`config.mk`:
```
export PLATFORM = sky130hd
export DESIGN_NAME = min_tracking_stack_flat
export DESIGN_NICKNAME = d
export VERILOG_FILES = /design/src/design/min_stk_pkg.sv /design/src/design/min_stk_if.sv /design/src/design/min_stk_ram.sv /design/src/design/min_tracking_stack.sv /design/src/flat_wrapper.sv
export VERILOG_INCLUDE_DIRS = /design/src /design/src/design
export SDC_FILE = /design/constraint.sdc
export NUM_CORES = 2
export LEC_CHECK = 0
export CORE_ASPECT_RATIO = 0.8
export CORE_MARGIN = 2
export CORE_UTILIZATION = 29
export CTS_CLUSTER_SIZE = 30
export DETAILED_ROUTE_END_ITERATION = 6
export DONT_BUFFER_PORTS = 1
export PLACE_DENSITY = 0.4
export SLEW_MARGIN = 10
export SYNTH_ARGS = -nofsm -noshare
export SYNTH_HDL_FRONTEND = slang
export SYNTH_HIERARCHICAL = 1
export SYNTH_SLANG_ARGS = --single-unit
```
`constraint.sdc`:
```
create_clock -name clk -period 5.7 [get_ports clk]
set_input_delay 0.57 -clock clk [delete_from_list [all_inputs] [get_ports clk]]
set_output_delay 0.57 -clock clk [all_outputs]
set_load 0.005 [all_outputs]
```
`src/design/min_tracking_stack_assert.svh`:
```
// ---------------------------------------------------------------------------
// min tracking stack assertion macros
// shared concurrent assertion forms, clocked and reset-qualified
// ---------------------------------------------------------------------------
`ifndef MIN_TRACKING_STACK_ASSERT_SVH
`define MIN_TRACKING_STACK_ASSERT_SVH

// same-cycle implication
`define MTS_ASSERT_NOW(label, clk, rst_n, ante, cons) \
    label: assert property (@(posedge clk) disable iff (!rst_n) (ante) |-> (cons)) \
        else $error("min stack check failed");

// next-cycle implication
`define MTS_ASSERT_NEXT(label, clk, rst_n, ante, cons) \
    label: assert property (@(posedge clk) disable iff (!rst_n) (ante) |=> (cons)) \
        else $error("min stack check failed");

`endif

```
`src/design/min_stk_pkg.sv`:
```
`timescale 1ns / 1ps
// ---------------------------------------------------------------------------
// min stack package
// operation codes, status codes and payload types
// ---------------------------------------------------------------------------
package min_stk_pkg;

    localparam int WORD_W = 32;

    typedef logic signed [WORD_W-1:0] word_t;
    typedef logic [1:0] mode_t;
    typedef logic [1:0] status_t;

    // operation codes, unused code three behaves as a read
    localparam mode_t MODE_PUSH = 2'd0;
    localparam mode_t MODE_POP  = 2'd1;
    localparam mode_t MODE_READ = 2'd2;

    // status codes
    localparam status_t ST_OK        = 2'd0;
    localparam status_t ST_OVERFLOW  = 2'd1;
    localparam status_t ST_UNDERFLOW = 2'd2;

endpackage

```
`src/design/min_stk_if.sv`:
```
`timescale 1ns / 1ps
// ---------------------------------------------------------------------------
// min stack channel interfaces
// request and response channels with valid/ready handshake
// ---------------------------------------------------------------------------
interface min_stk_req_if;
    import min_stk_pkg::*;

    logic  valid;
    logic  ready;
    mode_t mode;
    word_t push_value;

    modport source (output valid, output mode, output push_value, input ready);
    modport sink (input valid, input mode, input push_value, output ready);
endinterface

interface min_stk_rsp_if;
    import min_stk_pkg::*;

    logic    valid;
    logic    ready;
    word_t   top_value;
    word_t   min_value;
    logic    is_empty;
    status_t status;

    modport source (output valid, output top_value, output min_value, output is_empty,
                    output status, input ready);
    modport sink (input valid, input top_value, input min_value, input is_empty,
                  input status, output ready);
endinterface

```
`src/design/min_stk_ram.sv`:
```
`timescale 1ns / 1ps
// ---------------------------------------------------------------------------
// min stack ram
// one write port, one read port, registered read data
// ---------------------------------------------------------------------------
module min_stk_ram #(
    parameter  int DEPTH  = 64,
    parameter  int WIDTH  = 32,
    localparam int ADDR_W = $clog2(DEPTH)
) (
    input  logic              clk,
    input  logic              wr_en,
    input  logic [ADDR_W-1:0] wr_addr,
    input  logic [WIDTH-1:0]  wr_data,
    input  logic              rd_en,
    input  logic [ADDR_W-1:0] rd_addr,
    output logic [WIDTH-1:0]  rd_data
);

    logic [WIDTH-1:0] mem [DEPTH];

    always_ff @(posedge clk)
    begin
        if (wr_en)
        begin
            mem[wr_addr] <= wr_data;
        end
        if (rd_en)
        begin
            rd_data <= mem[rd_addr];
        end
    end

endmodule

```
`src/design/min_tracking_stack.sv`:
```
`timescale 1ns / 1ps
// ---------------------------------------------------------------------------
// min tracking stack
// lifo of signed words that reports its top and its minimum after every op
// ---------------------------------------------------------------------------
// response: push, read, underflow pop and a pop of the last value register
//   their result at the transfer, any other pop answers from the fetch state
//   once the registered ram read of the entry below the old top has landed
// throughput: one transfer per cycle unless rsp stalls or a pop is in fetch
// reset: counters and control clear at once, the rams are not cleared and
//   need no clearing pass since only entries below the counts are read
// ---------------------------------------------------------------------------
`include "min_tracking_stack_assert.svh"

module min_tracking_stack #(
    parameter int STACK_DEPTH = 64
) (
    input  logic          clk,
    input  logic          rst_n,
    min_stk_req_if.sink   req,
    min_stk_rsp_if.source rsp
);
    import min_stk_pkg::*;

    localparam int CNT_W  = $clog2(STACK_DEPTH + 1);
    localparam int ADDR_W = $clog2(STACK_DEPTH);

    // idle takes transfers, fetch waits for the ram read after a pop
    typedef enum logic [1:0] {
        S_IDLE  = 2'b01,
        S_FETCH = 2'b10
    } state_t;

    state_t             state_reg, state_next;
    logic [CNT_W-1:0]   val_cnt_reg, val_cnt_next;
    logic [CNT_W-1:0]   min_cnt_reg, min_cnt_next;
    // cached tops of both stores, meaningful only while the counts are nonzero
    word_t              top_reg, top_next;
    word_t              min_top_reg, min_top_next;
    logic               min_pop_reg, min_pop_next;

    // response holding register
    logic               rsp_valid_reg, rsp_valid_next;
    word_t              rsp_top_reg, rsp_top_next;
    word_t              rsp_min_reg, rsp_min_next;
    logic               rsp_empty_reg, rsp_empty_next;
    status_t            rsp_status_reg, rsp_status_next;
    logic               rsp_load;

    // ram ports
    logic               val_wr_en, min_wr_en;
    logic               val_rd_en, min_rd_en;
    logic [CNT_W-1:0]   val_rd_idx, min_rd_idx;
    word_t              val_rd_data, min_rd_data;

    logic               req_xfer;
    logic               is_full;
    logic               min_push;

    min_stk_ram #(
        .DEPTH (STACK_DEPTH),
        .WIDTH (WORD_W)
    ) u_val_ram (
        .clk     (clk),
        .wr_en   (val_wr_en),
        .wr_addr (val_cnt_reg[ADDR_W-1:0]),
        .wr_data (req.push_value),
        .rd_en   (val_rd_en),
        .rd_addr (val_rd_idx[ADDR_W-1:0]),
        .rd_data (val_rd_data)
    );

    min_stk_ram #(
        .DEPTH (STACK_DEPTH),
        .WIDTH (WORD_W)
    ) u_min_ram (
        .clk     (clk),
        .wr_en   (min_wr_en),
        .wr_addr (min_cnt_reg[ADDR_W-1:0]),
        .wr_data (req.push_value),
        .rd_en   (min_rd_en),
        .rd_addr (min_rd_idx[ADDR_W-1:0]),
        .rd_data (min_rd_data)
    );

    // a new transfer is taken in idle once the response slot is free or drains
    assign req.ready = (state_reg == S_IDLE) && (!rsp_valid_reg || rsp.ready);
    assign req_xfer  = req.valid && req.ready;

    assign is_full  = (val_cnt_reg == CNT_W'(STACK_DEPTH));
    assign min_push = (min_cnt_reg == '0) || (req.push_value <= min_top_reg);

    // after a pop the new tops sit one below the new counts
    assign val_rd_idx = val_cnt_reg - CNT_W'(2);
    assign min_rd_idx = min_cnt_reg - CNT_W'(2);

    always_comb
    begin
        state_next      = state_reg;
        val_cnt_next    = val_cnt_reg;
        min_cnt_next    = min_cnt_reg;
        top_next        = top_reg;
        min_top_next    = min_top_reg;
        min_pop_next    = min_pop_reg;
        val_wr_en       = 1'b0;
        min_wr_en       = 1'b0;
        val_rd_en       = 1'b0;
        min_rd_en       = 1'b0;
        rsp_load        = 1'b0;
        rsp_top_next    = rsp_top_reg;
        rsp_min_next    = rsp_min_reg;
        rsp_empty_next  = rsp_empty_reg;
        rsp_status_next = rsp_status_reg;

        unique case (state_reg)
            S_IDLE:
            begin
                if (req_xfer)
                begin
                    rsp_load        = 1'b1;
                    rsp_status_next = ST_OK;
                    unique case (req.mode)
                        MODE_PUSH:
                        begin
                            if (is_full)
                            begin
                                // push dropped, full stack is never empty
                                rsp_top_next    = top_reg;
                                rsp_min_next    = (min_cnt_reg == '0) ? '0 : min_top_reg;
                                rsp_empty_next  = 1'b0;
                                rsp_status_next = ST_OVERFLOW;
                            end
                            else
                            begin
                                val_wr_en    = 1'b1;
                                val_cnt_next = val_cnt_reg + CNT_W'(1);
                                top_next     = req.push_value;
                                if (min_push)
                                begin
                                    min_wr_en    = 1'b1;
                                    min_cnt_next = min_cnt_reg + CNT_W'(1);
                                    min_top_next = req.push_value;
                                end
                                rsp_top_next   = req.push_value;
                                rsp_min_next   = min_push ? req.push_value : min_top_reg;
                                rsp_empty_next = 1'b0;
                            end
                        end
                        MODE_POP:
                        begin
                            if (val_cnt_reg == '0)
                            begin
                                rsp_top_next    = '0;
                                rsp_min_next    = '0;
                                rsp_empty_next  = 1'b1;
                                rsp_status_next = ST_UNDERFLOW;
                            end
                            else
                            begin
                                val_cnt_next = val_cnt_reg - CNT_W'(1);
                                min_pop_next = (min_cnt_reg != '0) && (min_top_reg == top_reg);
                                if (min_pop_next)
                                begin
                                    min_cnt_next = min_cnt_reg - CNT_W'(1);
                                end
                                if (val_cnt_reg == CNT_W'(1))
                                begin
                                    // last value removed, answer at once
                                    rsp_top_next   = '0;
                                    rsp_min_next   = '0;
                                    rsp_empty_next = 1'b1;
                                end
                                else
                                begin
                                    // fetch the entries below the old tops
                                    rsp_load   = 1'b0;
                                    val_rd_en  = 1'b1;
                                    min_rd_en  = min_pop_next && (min_cnt_reg > CNT_W'(1));
                                    state_next = S_FETCH;
                                end
                            end
                        end
                        default:
                        begin
                            // plain read, unused code included
                            rsp_empty_next = (val_cnt_reg == '0);
                            rsp_top_next   = (val_cnt_reg == '0) ? '0 : top_reg;
                            rsp_min_next   = (val_cnt_reg == '0 || min_cnt_reg == '0) ?
                                             '0 : min_top_reg;
                        end
                    endcase
                end
            end
            S_FETCH:
            begin
                // read data landed, refresh the cached tops and answer
                top_next = val_rd_data;
                if (min_pop_reg && min_cnt_reg != '0)
                begin
                    min_top_next = min_rd_data;
                end
                rsp_load        = 1'b1;
                rsp_top_next    = val_rd_data;
                rsp_min_next    = (min_cnt_reg == '0) ? '0 :
                                  (min_pop_reg ? min_rd_data : min_top_reg);
                rsp_empty_next  = 1'b0;
                rsp_status_next = ST_OK;
                state_next      = S_IDLE;
            end
            default:
            begin
                state_next = S_IDLE;
            end
        endcase
    end

    assign rsp_valid_next = rsp_load ? 1'b1 : (rsp.ready ? 1'b0 : rsp_valid_reg);

    always_ff @(posedge clk or negedge rst_n)
    begin
        if (!rst_n)
        begin
            state_reg     <= S_IDLE;
            val_cnt_reg   <= '0;
            min_cnt_reg   <= '0;
            min_pop_reg   <= 1'b0;
            rsp_valid_reg <= 1'b0;
        end
        else
        begin
            state_reg     <= state_next;
            val_cnt_reg   <= val_cnt_next;
            min_cnt_reg   <= min_cnt_next;
            min_pop_reg   <= min_pop_next;
            rsp_valid_reg <= rsp_valid_next;
        end
    end

    // payload registers, no reset
    always_ff @(posedge clk)
    begin
        top_reg        <= top_next;
        min_top_reg    <= min_top_next;
        rsp_top_reg    <= rsp_top_next;
        rsp_min_reg    <= rsp_min_next;
        rsp_empty_reg  <= rsp_empty_next;
        rsp_status_reg <= rsp_status_next;
    end

    assign rsp.valid     = rsp_valid_reg;
    assign rsp.top_value = rsp_top_reg;
    assign rsp.min_value = rsp_min_reg;
    assign rsp.is_empty  = rsp_empty_reg;
    assign rsp.status    = rsp_status_reg;

    // minimum store never holds more entries than the value store
    `MTS_ASSERT_NOW(a_min_cnt_bound, clk, rst_n, 1'b1, min_cnt_reg <= val_cnt_reg)
    // both stores empty together
    `MTS_ASSERT_NOW(a_empty_match, clk, rst_n, 1'b1, (val_cnt_reg == '0) == (min_cnt_reg == '0))
    // value count stays within the depth
    `MTS_ASSERT_NOW(a_depth_bound, clk, rst_n, 1'b1, val_cnt_reg <= CNT_W'(STACK_DEPTH))
    // response slot is free when fetched data arrives
    `MTS_ASSERT_NOW(a_fetch_slot, clk, rst_n, state_reg == S_FETCH, !rsp_valid_reg)
    // a fetch always returns to idle with a response
    `MTS_ASSERT_NEXT(a_fetch_done, clk, rst_n, state_reg == S_FETCH,
                     state_reg == S_IDLE && rsp_valid_reg)

endmodule
```
`src/flat_wrapper.sv`:
```
// flat-port wrapper written by rule: the top's interface ports become plain ports
module min_tracking_stack_flat import min_stk_pkg::*;
#(
    parameter int STACK_DEPTH = 64
)
  (clk, rst_n, req_valid, req_mode, req_push_value, req_ready, rsp_valid, rsp_top_value, rsp_min_value, rsp_is_empty, rsp_status, rsp_ready);
  min_stk_req_if req_i ();
  min_stk_rsp_if rsp_i ();
  input  logic clk;
  input  logic rst_n;
  input wire logic [$bits(req_i.valid)-1:0] req_valid;
  input wire logic [$bits(req_i.mode)-1:0] req_mode;
  input wire logic [$bits(req_i.push_value)-1:0] req_push_value;
  output wire logic [$bits(req_i.ready)-1:0] req_ready;
  output wire logic [$bits(rsp_i.valid)-1:0] rsp_valid;
  output wire logic [$bits(rsp_i.top_value)-1:0] rsp_top_value;
  output wire logic [$bits(rsp_i.min_value)-1:0] rsp_min_value;
  output wire logic [$bits(rsp_i.is_empty)-1:0] rsp_is_empty;
  output wire logic [$bits(rsp_i.status)-1:0] rsp_status;
  input wire logic [$bits(rsp_i.ready)-1:0] rsp_ready;
  assign req_i.valid = req_valid;
  assign req_i.mode = req_mode;
  assign req_i.push_value = req_push_value;
  assign req_ready = req_i.ready;
  assign rsp_valid = rsp_i.valid;
  assign rsp_top_value = rsp_i.top_value;
  assign rsp_min_value = rsp_i.min_value;
  assign rsp_is_empty = rsp_i.is_empty;
  assign rsp_status = rsp_i.status;
  assign rsp_i.ready = rsp_ready;
  min_tracking_stack #(.STACK_DEPTH(STACK_DEPTH)) u_core (.clk(clk), .rst_n(rst_n), .req(req_i), .rsp(rsp_i));
endmodule
```
==> results_dict.tcl <==
set metrics [dict create \
    outcome "finished, violations left" \
    violations "design-rule violations" \
    synth_warnings 6 \
    worstSetupEndpointType "register" \
    slew_violations 0 \
    reg2reg_slack_ns 0.69 \
    synth_area_leader_cell "edfxtp_1" \
    vdd_ir_drop_max_v 0.000449 \
    grt_max_degree 132 \
    io_pins 107 \
    grt_usage_pct 19.0 \
    wl_per_cell_um 34.9 \
    worstPathMaxFanout 31 \
    post-route-min-period_ns 5.01 \
    via_per_inst 5.19 \
    synthTopCellsByArea "edfxtp_1 (77%), mux4_2 (13%), mux2i_1 (1.7%), nor2_1 (0.91%), a22oi_1 (0.70%)" \
    dpl.hpwl_mm 311 \
    dieArea_um2 585000 \
    async_reset_ff_share_pct 0.418 \
    gp_congestion 0.826 \
    multiInputGateArea_um2 37000 \
    route.top_layer_used "met5" \
    rsz0062_at_grt "no" \
    whs_ns 0.0167 \
    vias 84900 \
    syn_area_um2 168000 \
    yosysSeqAreaShare_pct 77.1 \
    path_clk_slew_ns 0.06 \
    relSlewSlack_pct 3.02 \
    synth_top_area_share_pct 76.8 \
    final_common_cell "edfxtp_1" \
    clock_path_buffers 4 \
    grt_pass1_wl_mm 763 \
    synth_ff_type "edfxtp_1" \
    holdPathStages 1 \
    seqCellArea_um2 129000 \
    min_period_over_period_pct 88.0 \
    ys_ff_latch 4309 \
    synthCells 7825 \
    worstReg2RegEnd "u_core/rsp.min_value[11]" \
    cts-root-buf "clkbuf_16" \
    final_cell_mix "edfxtp_1 (4,291), mux4_2 (990), clkbuf_16 (469)" \
    hold_viol 0 \
    p_per_area_nw_per_um2 511 \
    core_area_um2 576000 \
    syn_to_final_growth_pct 16.5 \
    fmax_ghz 0.199 \
    clk-insertion-delay-late_ns 1.04 \
    drtIter0Drc 9991 \
    ctsResizeCount 0 \
    postRouteWirelength_mm 571 \
    die_w_um 854 \
    nets 8345 \
    numCtsBuffers 464 \
    wl_met1_mm 263 \
    tightest_slew_ns 1.44 \
    arrival_ns 5.74 \
    ys_types 81 \
    wl_met2_mm 255 \
    setup_viol 0 \
    clock_sinks 4309 \
    route.met3.wl_mm 37.9 \
    fin_setup_tns_ns 0 \
    path_class "register to register" \
    start_util_pct 29.1 \
    cap_viol_max_count 0 \
    grt-ovfl-total 0 \
    min_from "req_push_value[1]" \
    clock_skew_ns 0.0577 \
    antenna_found_initial 75 \
    rows 249 \
    die_h_um 684 \
    avgSynthCellArea_um2 21.4 \
    tritoncts "done" \
    leakage_nw 60.2 \
    r2r-start "u_core/min_cnt_reg[1]" \
    r2r_cells 9 \
    dr.pass1.iters 7 \
    port_buffers 0 \
    htreeDepth 5 \
    ant_nets 0 \
    hp-class "primary input to register" \
    fin_util_pct 34.0 \
    fillerInstances 53900 \
    hold_end "u_core/u_val_ram/mem[41][1]" \
    drc 1 \
    crit_required_ns 6.42 \
    drive_gt1_share_pct 25.6 \
    reg_top3 "u_core/u_min_ram/mem: 2048 flops, u_core/u_val_ram/mem: 2048 flops" \
    synth_nets 7909 \
    cp-start-kind "register" \
    grt_pass1_vias 83400 \
    synth-edff-count 4291 \
]
worst max path at each step:
stage,startpoint,endpoint,slack [ns]
finish,u_core/min_cnt_reg[1],u_core/rsp.min_value[11],0.69
global route,u_core/min_cnt_reg[1],u_core/rsp.min_value[11],0.68
CTS,u_core/min_top_reg[14],u_core/u_min_ram/mem[50][17],0.90
detailed placement,req_push_value[14],u_core/u_min_ram/mem[50][28],0.50
global placement,req_push_value[13],u_core/u_min_ram/mem[50][15],0.56
floorplan,req_push_value[31],u_core/u_min_ram/mem[27][0],0.70
kinds of logic (layout without fill, tap and decap cells):
family	Yosys count	count (layout)	synth area share [%]
other	0	52	0
AOI/OAI and AO/OA	785	785	3.28
muxes	1306	1306	15.2
DFF	4309	4309	77.1
buffers and inverters	512	1343	1.59
xor gates and xnor gates	52	52	0.271
adders and majority gates	46	46	0.343
and+or+nand+nor	815	815	2.26
report_power, final:
group          total (mW)  internal (mW)  switching (mW)
registers            36.6           35.9           0.694
logic                34.3           11.9            22.4
clock network        29.1           16.5            12.6
total                99.9           64.2            35.7
metal layers:
metal	GRT usage [%]	vias up
met2	28.8	3098
li1	-	34100
met4	4.31	8
met5	0	-
met1	28.8	47000
met3	3.03	646
synth_stat cells, types with 32 or more instances:
library cell and number:
mux4_2 990, mux2_2 32, nor2b_1 33, nand3_1 118, inv_1 53, buf_4 54
nor2_1 407, a22oi_1 156, buf_1 33, ha_1 46, buf_6 37, mux2i_1 284
o22ai_1 126, a221oi_1 37, buf_2 127, nand2_1 81, a31oi_1 55, nand4_1 50
a21oi_1 116, o221ai_1 43, edfxtp_1 4291, clkbuf_1 193, o21ai_0 88, xor2_1 42
final cells by class:
cell class / instances / share of cell area, %
multi-input combinational: 3004 / 18.9
antenna: 52 / 0.0666
tap: 7655 / 4.90
clock buffer: 596 / 6.26
timing repair buffer: 428 / 2.42
inverter: 54 / 0.120
clock inverter: 265 / 1.15
sequential: 4309 / 66.1
through the flow:
stage | cell area, um^2 | power, mW | setup slack (ns) | instances
global placement | 179000 | 70.8 | 0.561 | 15400
detailed placement | 179000 | 70.8 | 0.498 | 15400
CTS | 195000 | 101 | 0.897 | 16300
floorplan | 168000 | 55.4 | 0.698 | 7825
finish | 195000 | 99.9 | 0.685 | 16400
global route | 195000 | 103 | 0.677 | 16300
worst max-delay path, stage by stage, from the launching register on:
cell and delay (ns):
dfrtp_1 0.69, inv_8 0.24, ha_1 0.32, nand3_1 0.46, buf_4 0.32, nand2_1 0.43
a21oi_2 0.95, and2_1 0.28, a31oi_4 0.30, o31ai_2 0.68
what timing repair did:
| item | in CTS | in global routing |
|---|---|---|
| setup buffers | 0 | 0 |
| hold endpoints to repair | 4122 | 5 |
| hold buffers | 76 | 3 |
No activity file was read; power rests on OpenSTA's default activity.
